==> src/rtl/spst_pkg.sv <==
// spst_pkg: shared types, codes and defaults for the sorted point set table
// no dependencies
package spst_pkg;

    localparam int CAPACITY_DEF   = 32;
    localparam int COORD_BITS_DEF = 32;
    localparam int OUT_BITS       = 32;

    localparam logic [1:0] REQ_INSERT   = 2'd0;
    localparam logic [1:0] REQ_DELETE   = 2'd1;
    localparam logic [1:0] REQ_READ_ASC = 2'd2;
    localparam logic [1:0] REQ_READ_DSC = 2'd3;

    localparam logic [2:0] ST_INSERTED  = 3'd0;
    localparam logic [2:0] ST_DUPLICATE = 3'd1;
    localparam logic [2:0] ST_FULL      = 3'd2;
    localparam logic [2:0] ST_POINT     = 3'd3;
    localparam logic [2:0] ST_EMPTY     = 3'd4;
    localparam logic [2:0] ST_DELETE    = 3'd5;

    typedef struct packed {
        logic is_ins;
        logic is_del;
        logic is_read;
        logic desc;
    } req_kind_t;

    typedef struct packed {
        logic [2:0]          status;
        logic [OUT_BITS-1:0] x;
        logic [OUT_BITS-1:0] y;
        logic [2:0]          removed;
        logic                last;
    } result_t;

endpackage

==> src/rtl/spst_outq.sv <==
// spst_outq: two-entry result queue in front of the result ports
// depends on spst_pkg
module spst_outq
    import spst_pkg::*;
(
    input  logic    clk,
    input  logic    rst_n,
    input  logic    wr,
    input  result_t wr_data,
    output logic    qfull,
    output logic    empty,
    input  logic    pop,
    output result_t rd_data
);

    result_t    data_reg [2];
    logic       wptr_reg, rptr_reg;
    logic [1:0] cnt_reg;
    logic       do_wr, do_rd;

    assign qfull   = (cnt_reg == 2'd2);
    assign empty   = (cnt_reg == 2'd0);
    assign do_wr   = wr && !qfull;
    assign do_rd   = pop && !empty;
    assign rd_data = data_reg[rptr_reg];

    always_ff @(posedge clk)
    begin
        if (do_wr)
            data_reg[wptr_reg] <= wr_data;
    end

    always_ff @(posedge clk or negedge rst_n)
    begin
        if (!rst_n)
        begin
            wptr_reg <= 1'b0;
            rptr_reg <= 1'b0;
            cnt_reg  <= 2'd0;
        end
        else
        begin
            if (do_wr)
                wptr_reg <= ~wptr_reg;
            if (do_rd)
                rptr_reg <= ~rptr_reg;
            cnt_reg <= cnt_reg + {1'b0, do_wr} - {1'b0, do_rd};
        end
    end

endmodule

==> config.mk <==
export PLATFORM = sky130hd
export DESIGN_NAME = spst_outq
export DESIGN_NICKNAME = d
export VERILOG_FILES = /design/src/rtl/spst_pkg.sv /design/src/rtl/spst_outq.sv
export SDC_FILE = /design/constraint.sdc
export NUM_CORES = 1
export LEC_CHECK = 0
export BUFFER_PORTS_ARGS = -buffer_cell sky130_fd_sc_hd__buf_2
export CAP_MARGIN = 30
export CORE_AREA = 2 2 105 107
export DETAILED_ROUTE_END_ITERATION = 16
export DIE_AREA = 0 0 107 109
export GPL_TIMING_DRIVEN = 0
export PLACE_DENSITY_LB_ADDON = 0.12
export SLEW_MARGIN = 20
export SYNTH_ARGS = -nofsm -noshare
export SYNTH_HDL_FRONTEND = slang
export SYNTH_SLANG_ARGS = --single-unit
==> constraint.sdc <==
create_clock -name clk -period 6.28 [get_ports clk]
set_input_delay 0.628 -clock clk [delete_from_list [all_inputs] [get_ports clk]]
set_output_delay 0.628 -clock clk [all_outputs]
set_load 0.05 [all_outputs]
* Yosys cells after proc, flatten, opt, wreduce, memory -nomap -nowiden
Memories as Yosys holds them, arrays and structs flattened.
Cells that the tools add are included.
** Storage, ports and cells
- Flip-flop bits (word level) :: 4
- Memories :: 1
- Output and inout bits :: 73
- Logic and storage cells :: 16
- Input port bits :: 75
- Memory bits (writable) :: 142
** Operators by class
- Bitwise gates (word level) :: 2
- $add $sub $neg :: 2
- Muxes and demuxes :: 2
- Reductions and logical operators :: 5
- Equality and inequality tests :: 1
** Memories
- data_reg :: words 2, width 71, read ports 1, clocked after Yosys merged registers in 0, write ports 1, line spst_outq.sv:16 : result_t data_reg [2];
** Operators with widths (count)
- $add 2x1->2 :: 1
- $eq 2x2->1 const B :: 1
- $logic_and 1x1->1 :: 2
- $logic_not 1->1 :: 2
- $logic_not 2->1 :: 1
- $mux 1 :: 2
- $not 1->1 :: 2
- $sub 2x1->2 :: 1

* Longest topological paths before layout
- Depth in word-level cells :: 5
- Gate-level depth with buffers :: 7
- Depth with buffers taken out :: 7

* Worst setup path after synthesis
No wires, ideal clock.
- Path kind :: in2reg
- Start point :: in wr
- End point :: mem data_reg[0][0] (netlist name) (enable)
- Stages on the path :: 2
- Setup time :: 0.500 ns
- Arrival time :: 3.687 ns
- Path slack :: 2.092 ns
- Cells stage by stage :: nand2_1 nor2_1
** Between the ends
- Longest elaborated chain between the ends :: 3
** RTL lines
- from (decl) :: line spst_outq.sv:8 : input logic wr,
- $logic_and 1x1->1 :: line spst_outq.sv:23 : assign do_wr = wr && !qfull;
- $mux 1 :: line spst_outq.sv:29 : if (do_wr)
- $mux 1 (implied by the code) :: line spst_outq.sv:30 : data_reg[wptr_reg] <= wr_data;
- to (decl) :: line spst_outq.sv:16
Every way passes these cells.

==> results.txt <==
Fin crit period = 2.39 ns
Power, Total = 4.24 mW
Synth Area per Inst = 23.7 um^2
Multi-input gate area = 1160 um^2
Fin area = 7300 um^2
Largest net degree at the start of global routing = 46
Worst Setup Start Kind = register
Max reg flops = 142
Root Driver = clkbuf_8
Buf/Inv on CP = 3
Switching Fraction = 38.1%
Status = complete, no violations
Clock power share = 23.4%
Slew Limit Headroom = 70.2%
Post-synth net total = 316
Fin worst setup slack = 3.89 ns
Synth cell count leaders = edfxtp_1 (142), mux2_4 (69), buf_12 (7)
Vias in the first global route = 2858
Final Instance Count excl. Fillers = 563
Fin Clk Skew = 0.00601 ns
Final antenna-violating net count = 0
Power Density = 580 nW/um^2
Max Cap Violations = 0
Yosys reg bits = 146
Nets@finish = 487
Pre-Repair DR Iteration Count = 4
Top-count cell post-synth = edfxtp_1
Dpl cells = 530
Synth top area cells = edfxtp_1 (75%), mux2_4 (18%), buf_12 (2.5%)
Placed cell areas = 6710 um^2
DRC = 0
Critical path peak fanout = 10
Least-Margin Pin Slew = 0.446 ns
Initial Utilization = 53.5%
Per-cell routed wire length = 16.5 um
Sw power = 1.61 mW
Htree depth = 4
Syn Inst Count = 239
Reg clk slew, reported paths = 0.06 ns
R2R setup slack = 4.46 ns
Yosys top cell area share = 75.2%
Mux cell area share after synthesis = 18.7%
Overflow after GRT = 0
Yosys warns = 0
IO Count = 148
Antenna violations before repair = 0
Die Ht = 109 um
FILL cells = 724
Crit-path cells = buf_6, buf_12, mux2_4, buf_2
CP Capture Type = output port
Die X = 107 um
Sequential power share = 32.8%
Arr. time, crit path = 1.77 ns
Clk buf depth = 2
First-pass GRT wire length = 13.9 mm
RSZ-0062 raised after global routing = no
Slowest-stage cell, CP = dfrtp_1
Family with the most delay on the worst path = buffers and inverters
Cell taking the most area after synthesis = edfxtp_1
Vias = 2787
Simple-gate share of the synthesized area = 0.529%
DR vias/cell = 4.95
Peak Freq = 0.418 GHz
Max VDD drop = 431 uV
Clock sinks = 146
Post-Route WL = 9.31 mm
Setup WS pre-CTS = 4.26 ns
WS Path Type = reg -> out
Yosys cell types = 15
Antenna cells = 0
CTS tree = built
Largest family of logic cells by synthesized area = multiplexers
Final Hold Viols = 0
Initial drt markers = 92
Die area = 11700 um^2
Ys async rst share = 2.74%
Leakage = 2.98 nW
Later-pin clock latency in the skew report = 0.51 ns
EDFF count, synth = 142
Gate power share = 43.8%
Final setup vio count = 0
Worst path required time = 5.65 ns
Synth-to-layout area growth = 28.8%
Total Routing Usage GR = 16.6%
HP Class = in -> reg
Num CTS Buffers = 17
Post-DP HPWL = 6.20 mm
Compound-gate portion of the synthesized area = 0%
Post-Synth Adder-Cell Area = 0.441%
Register area = 4360 um^2
Final Max Slew Viols = 0
Post-Syn Area = 5670 um^2
Core Area = 10600 um^2
Post-synth top flop = edfxtp_1
RD Place Congestion = 0.695
Setup TNS = 0 ns
Layout cells sized above 1 = 61.2%
Seq/Total Area, Yosys = 76.9%
Port Buffer Count = 147
P_int = 2.62 mW
XOR/XNOR Fraction of Synth Area = 0.618%
Max incr delay on CP = 0.34 ns
Row count = 38
Tcrit/Tclk final = 38.1%
stage by stage:
stage	hold slack (ns)	utilization, %
floorplan	0.332	-
global placement	0.438	62.1
detailed placement	0.445	63.2
CTS	0.272	68.9
global route	0.260	68.9
finish	0.297	68.9
layout by cell type, fill, tap and decap left out, drive strengths merged, types with 2 or more instances in the layout:
cell      Yosys  final
buf           8    159
edfxtp      142    142
mux2         71     71
clkbuf        0     19
clkinv        0      7
bufinv        0      4
dfrtp         4      4
xnor2         3      3
inv           2      2
ha            2      2
clkinvlp      0      2
nor2          2      2
cell type report:
cell class,instances,area share (%)
plain buffers,8,2.07
clock buffers,19,5.77
clock inverters,13,2.28
inverters,2,0.103
multi-input cells,83,15.9
flip-flops and latches,146,59.8
well taps,140,2.40
repair buffers,152,11.7
power by group through the flow:
| stage | sequential, mW | clock (mW) | combinational, mW |
|---|---|---|---|
| 6_report | 1.39 | 0.990 | 1.86 |
| 5_1_grt | 1.41 | 1.05 | 1.94 |
| 4_1_cts | 1.39 | 1.01 | 1.88 |
| 3_5_place_dp | 1.41 | 0 | 1.87 |
| 3_3_place_gp | 1.43 | 0 | 1.80 |
| 2_1_floorplan | 1.41 | 0 | 1.50 |
repair_timing:
| action | 4_1_cts | 5_1_grt |
|---|---|---|
| resized for setup | 0 | 0 |
| endpoints found under the setup margin | 0 | 0 |
| hold buffers | 1 | 0 |
| hold endpoints to repair | 4 | 0 |
| setup buffers | 0 | 0 |
layer usage:
layer / vias up / global-route usage, % / wire (um)
li1: 1294 / - / -
met1: 1384 / 18.2 / 3590
met2: 95 / 28.3 / 5020
met3: 14 / 7.11 / 546
met4: 0 / 7.05 / 161
met5: - / 0 / 0
kinds of logic (layout without fill, tap and decap cells):
family                   after synthesis  count (layout)
multiplexers                          71              71
AND/OR/NAND/NOR                        6               6
buffers and inverters                 10             194
XOR/XNOR                               4               4
adder cells (fa/ha/maj)                2               2
flip-flops                           146             146
worst paths after layout:
kind                                      start                   endpoint  cells past startpoint
max in group asynchronous                 rst_n       rptr_reg$_DFFE_PN0P_                      2
max reg2reg                cnt_reg[1]$_DFF_PN0_   data_reg[0][3]$_DFFE_PP_                      5
min in group asynchronous                 rst_n       wptr_reg$_DFFE_PN0P_                      2
min reg2reg                cnt_reg[1]$_DFF_PN0_       cnt_reg[1]$_DFF_PN0_                      1
min                                 wr_data[55]  data_reg[1][55]$_DFFE_PP_                      1
max                        rptr_reg$_DFFE_PN0P_                rd_data[30]                      4
(Power assumes the default switching activity.)
