## src/rtl/spst_pkg.sv

```systemverilog
// spst_pkg: shared types, codes and defaults for the sorted point set table
// no dependencies
package spst_pkg;

    localparam int CAPACITY_DEF   = 32;
    localparam int COORD_BITS_DEF = 32;
    localparam int OUT_BITS       = 32;

    localparam logic [1:0] REQ_INSERT   = 2'd0;
    localparam logic [1:0] REQ_DELETE   = 2'd1;
    localparam logic [1:0] REQ_READ_ASC = 2'd2;
    localparam logic [1:0] REQ_READ_DSC = 2'd3;

    localparam logic [2:0] ST_INSERTED  = 3'd0;
    localparam logic [2:0] ST_DUPLICATE = 3'd1;
    localparam logic [2:0] ST_FULL      = 3'd2;
    localparam logic [2:0] ST_POINT     = 3'd3;
    localparam logic [2:0] ST_EMPTY     = 3'd4;
    localparam logic [2:0] ST_DELETE    = 3'd5;

    typedef struct packed {
        logic is_ins;
        logic is_del;
        logic is_read;
        logic desc;
    } req_kind_t;

    typedef struct packed {
        logic [2:0]          status;
        logic [OUT_BITS-1:0] x;
        logic [OUT_BITS-1:0] y;
        logic [2:0]          removed;
        logic                last;
    } result_t;

endpackage

```

## src/rtl/spst_front.sv

```systemverilog
// spst_front: input item queue, classifies each item and narrows its coordinates
// depends on spst_pkg
module spst_front
    import spst_pkg::*;
#(
    parameter int COORD_BITS = COORD_BITS_DEF
)
(
    input  logic                         clk,
    input  logic                         rst_n,
    input  logic                         push,
    output logic                         full,
    input  logic [1:0]                   req_type,
    input  logic signed [31:0]           px,
    input  logic signed [31:0]           py,
    output logic                         req_valid,
    input  logic                         req_take,
    output req_kind_t                    req_kind,
    output logic signed [COORD_BITS-1:0] req_x,
    output logic signed [COORD_BITS-1:0] req_y
);

    localparam int WB = (COORD_BITS > 32) ? COORD_BITS : 32;

    req_kind_t                    kind_reg [2];
    logic signed [COORD_BITS-1:0] x_reg [2];
    logic signed [COORD_BITS-1:0] y_reg [2];
    logic                         wptr_reg, rptr_reg;
    logic [1:0]                   cnt_reg;
    logic signed [WB-1:0]         ex, ey;
    req_kind_t                    kind_in;
    logic                         do_push, do_pop;

    assign ex = WB'(px);
    assign ey = WB'(py);

    always_comb
    begin
        kind_in = '0;
        unique case (req_type)
            REQ_INSERT:   kind_in.is_ins = 1'b1;
            REQ_DELETE:   kind_in.is_del = 1'b1;
            REQ_READ_ASC: kind_in.is_read = 1'b1;
            REQ_READ_DSC:
            begin
                kind_in.is_read = 1'b1;
                kind_in.desc    = 1'b1;
            end
            default:      kind_in = '0;
        endcase
    end

    assign full      = (cnt_reg == 2'd2);
    assign req_valid = (cnt_reg != 2'd0);
    assign do_push   = push && !full;
    assign do_pop    = req_take && req_valid;
    assign req_kind  = kind_reg[rptr_reg];
    assign req_x     = x_reg[rptr_reg];
    assign req_y     = y_reg[rptr_reg];

    always_ff @(posedge clk)
    begin
        if (do_push)
        begin
            kind_reg[wptr_reg] <= kind_in;
            x_reg[wptr_reg]    <= ex[COORD_BITS-1:0];
            y_reg[wptr_reg]    <= ey[COORD_BITS-1:0];
        end
    end

    always_ff @(posedge clk or negedge rst_n)
    begin
        if (!rst_n)
        begin
            wptr_reg <= 1'b0;
            rptr_reg <= 1'b0;
            cnt_reg  <= 2'd0;
        end
        else
        begin
            if (do_push)
                wptr_reg <= ~wptr_reg;
            if (do_pop)
                rptr_reg <= ~rptr_reg;
            cnt_reg <= cnt_reg + {1'b0, do_push} - {1'b0, do_pop};
        end
    end

endmodule

```

## config.mk

```make
export PLATFORM = sky130hd
export DESIGN_NAME = spst_front
export DESIGN_NICKNAME = d
export VERILOG_FILES = /design/src/rtl/spst_pkg.sv /design/src/rtl/spst_front.sv
export SDC_FILE = /design/constraint.sdc
export NUM_CORES = 1
export LEC_CHECK = 0
export BUFFER_PORTS_ARGS = -buffer_cell sky130_fd_sc_hd__buf_4
export CAP_MARGIN = 10
export CORE_ASPECT_RATIO = 0.8
export CORE_UTILIZATION = 47
export DETAILED_ROUTE_END_ITERATION = 10
export HOLD_SLACK_MARGIN = 0.02
export PLACE_DENSITY_LB_ADDON = 0.25
export REMOVE_ABC_BUFFERS = 1
export SYNTH_ARGS = -nofsm -noshare
export SYNTH_HDL_FRONTEND = slang
export SYNTH_SLANG_ARGS = --single-unit
```

## constraint.sdc

```tcl
create_clock -name clk -period 3.7 [get_ports clk]
set_input_delay 0.555 -clock clk [delete_from_list [all_inputs] [get_ports clk]]
set_output_delay 0.555 -clock clk [all_outputs]
set_load 0.005 [all_outputs]
```

# == Yosys cells after proc, flatten, opt, wreduce, memory -nomap -nowiden ==
# Memory sizes are Yosys's and may differ from the RTL's.
# Cells that the tools add are included.
# word_totals
reg_bits,4
ramBits,136
inputBits,70
output_inout_bits,70
word_cells,26
mem_count,3
# memory_table
memory,depth,width,read_ports,rd_ports_with_merged_regs,write_ports,line,text
x_reg,2,32,1,0,1,spst_front.sv:26,logic signed [COORD_BITS-1:0] x_reg [2];
y_reg,2,32,1,0,1,spst_front.sv:27,logic signed [COORD_BITS-1:0] y_reg [2];
kind_reg,2,4,1,0,1,spst_front.sv:25,req_kind_t kind_reg [2];
# classes
addsub,2
eq_ne,4
n_mux,6
bitwise_logic,2
n_reduce_logical,6
# ops
op,count
$eq 2x2->1 const B,3
$mux 1,6
$add 2x1->2,1
$eq 2x1->1 const B,1
$logic_and 1x1->1,2
$logic_not 2->1,1
$not 1->1,2
$reduce_bool 2->1,1
$reduce_or 2->1,1
$sub 2x1->2,1
$logic_not 1->1,1

# == Depth between registers and ports, before layout ==
# logic_depth
word_depth,5
depth_mapped,7
ltp_nobuf,7

# == Worst setup path after synthesis ==
# OpenSTA, ideal clock, no wires.
# synth_path
path_kind,input-to-reg
startpoint,input port push
endpoint,memory kind_reg[0][0] (netlist name) (enable)
setup_time_ns,0.494
arrival_ns,3.490
path_slack_ns,-0.284
cell_stages,2
n_path_buf,0
path_cell_list,nand2_1 nor2_1
# synth_between
elab_chain_len,3
# synth_lines
item,line,text
from (decl),spst_front.sv:11,"input logic push,"
$logic_and 1x1->1,spst_front.sv:55,assign do_push = push && !full;
$mux 1,spst_front.sv:63,if (do_push)
$mux 1 (not written as such),spst_front.sv:65,kind_reg[wptr_reg] <= kind_in;
to (decl),spst_front.sv:25,
# No other way between the ends.

==> flow_metrics.py <==
metrics = {
    "run_status": {
        "status": "complete, no violations",
    },
    "power": {
        "ir_drop_mv": 0.4713,
        "power.leakage_uw": 0.002643,
        "p_per_area_nw_per_um2": 780.2,
    },
    "timing": {
        "finClkSkew_ps": 4.591,
        "setup_ws_ps": 1023,
        "drv_slew": 0,
        "fin_crit_sh": 0.7234,
        "fmax_mhz": 373.6,
        "rsz0062_at_grt": "no",
        "finalHoldViolations": 0,
        "tightest_slew_ps": 1016,
        "relSlewSlack": 0.3227,
        "setup_viol": 0,
        "min_period_ps": 2677,
    },
    "setup_path": {
        "worst-path-stages": 2,
        "critPathBufInv": 1,
        "crit_start": "rptr_reg",
        "crit_arrival_ps": 2120,
        "crit_path_end_kind": "output port",
        "worst_path_largest_cell_delay_ps": 1050,
        "cp-start-kind": "flip-flop",
        "rr_endpoint": "x_reg[1][23]",
        "required_ps": 3140,
        "cpLargestDelayFamily": "flip-flops",
        "crit_type": "reg2out",
        "ff2ff_path_depth": 3,
        "endpoint": "req_kind[1]",
        "slowest_stage": "dfrtp_4",
        "crit_chain": "mux2_2, buf_4",
        "crit-reg2reg-launch": "cnt_reg[1]",
        "path_max_fanout": 69,
        "reg2reg_slack_ps": 1790,
    },
    "die": {
        "core_area_um2": 10490,
        "die_area_um2": 11430,
        "row_count": 33,
        "start_util": 0.4930,
        "die_y_um": 95.81,
        "die_x_um": 119.3,
        "boundaryPins": 140,
    },
    "route": {
        "drc": 0,
        "routed_wl_um": 8776,
        "viasPerCell": 4.804,
        "first_iter_violations": 141,
        "vias": 2594,
        "ant_nets": 0,
        "wire_per_inst_um": 16.25,
        "firstDrtPassIters": 4,
    },
    "logic_synthesis": {
        "yosys.area.top_type": "edfxtp_1",
        "syn_avg_cell_area_um2": 22.09,
        "ys_ff_latch": 140,
        "syn_inst": 234,
        "netlist_area_um2": 5170,
        "yosysSeqAreaShare": 0.8093,
        "yosys-top-cells-area": "edfxtp_1 (79%), mux2_2 (13%), mux2_4 (2.9%)",
        "synth_top_area_share": 0.7899,
        "ys_warn_count": 0,
        "yosysUniqueCellTypes": 19,
    },
    "finish": {
        "final_common_cell": "buf_4",
        "n_antenna_cell": 0,
        "final_cell_mix": "buf_4 (141), edfxtp_1 (136), mux2_2 (58)",
        "fin_cells": 540,
        "drive_above_1_share": 0.5950,
        "syn2layout_area_growth_pct": 33.93,
        "fin_util": 0.6602,
        "fillCellCount": 731,
        "nets": 459,
        "final_cell_area_um2": 6924,
    },
    "global_route": {
        "grt_use_total": 0.1623,
        "antenna_found_initial": 0,
        "grt_pass1_vias": 2605,
        "grt_pass1_wl_um": 13270,
        "grt_overflow": 0,
        "grt_max_degree": 70,
    },
    "placed_design": {
        "placedCellCount": 507,
        "place_area_um2": 6370,
        "dp_hpwl_um": 5473,
        "place.gp.congestion": 0.7190,
        "dp_slack_ps": 1461,
        "portBuffers": 139,
    },
    "clocking": {
        "cts_buffers": 17,
        "htreeDepth": 4,
        "cts_setup_buffers": 0,
        "clockBufferDepth": 2,
        "clockRootBuffer": "clkbuf_16",
        "cts_tree": "yes",
        "clk_latency_ps": 400,
        "cts.clk_slew.worst_paths_ps": 60,
        "cts_resized": 0,
        "cts_num_sinks": 140,
    },
    "run": {
        "cap_violations": 0,
    },
    "min_path": {
        "worstHoldPathType": "in2reg",
    },
}
## worst min path at each step
stage                   endpoint  depth (start not counted)  startpoint  slack [ps]
finish               y_reg[1][7]                          1       py[7]         330
global route        x_reg[1][10]                          1      px[10]         310
CTS                  y_reg[1][7]                          1       py[7]         310
detailed placement      wptr_reg                          1       rst_n         350
global placement      cnt_reg[0]                          1       rst_n         350
floorplan             cnt_reg[0]                          0       rst_n         260
## kinds of logic (layout without fill, tap and decap cells)
group	after synthesis	count (layout)	share of synthesized area
DFF	140	140	0.8093
and+or+nand+nor	9	9	0.009441
muxes	68	68	0.1554
adders and majority gates	2	2	0.004839
buffers and inverters	11	177	0.01428
xor gates and xnor gates	4	4	0.006778
## where the power goes
group	leakage (uW)	switching, uW	total (uW)	internal, uW
Combinational	0.00106	541	1430	891
Clock	0.000268	574	1560	983
Sequential	0.00131	240	2410	2170
Total	0.00264	1360	5400	4050
## what timing repair did
item	4_1_cts	5_1_grt
endpoints found under the setup margin	0	0
hold buffers	1	0
endpoints found under the hold margin	4	0
## cell usage after synthesis, drive strengths merged
cell type and n:
and2 2, and3 1, buf 8, clkbuf 1, dfrtp 4, edfxtp 136, ha 2, inv 2
mux2 68, nand2 1, nand2b 1, nor2 2, nor2b 1, or2 1, xnor2 3, xor2 1
## through the flow
step	power [uW]	setup TNS [ps]	hold slack, ps
after floorplan	3142	-19310	259.4
after global placement	3871	0	353.0
after detailed placement	3901	0	354.1
after CTS	5474	0	310.6
after global routing	5659	0	309.8
final	5402	0	332.4
## worst reg2reg max path, cell delays in order (launching register included)
cell      delay [ps]
dfrtp_1          400
nand2b_1         120
and3_2           750
buf_12           330
## per-layer routing
metal / share of wire / track usage / up-vias
met4: 0.013 / 0.08228 / 0
met5: 0 / 0 / -
met1: 0.43 / 0.1964 / 1249
li1: - / - / 1223
met3: 0.082 / 0.06398 / 10
met2: 0.47 / 0.2558 / 112
## area by class of cell
class,count,area [um^2],share of cell area
Clock buffer,23,447.9,0.06469
Sequential cell,140,4188,0.6048
Timing Repair Buffer,143,1089,0.1572
Tap cell,140,175.2,0.02530
Inverter,2,7.507,0.001084
Multi-Input combinational cell,83,920.9,0.1330
Clock inverter,9,96.34,0.01391
No activity file was read; power rests on OpenSTA's default activity.
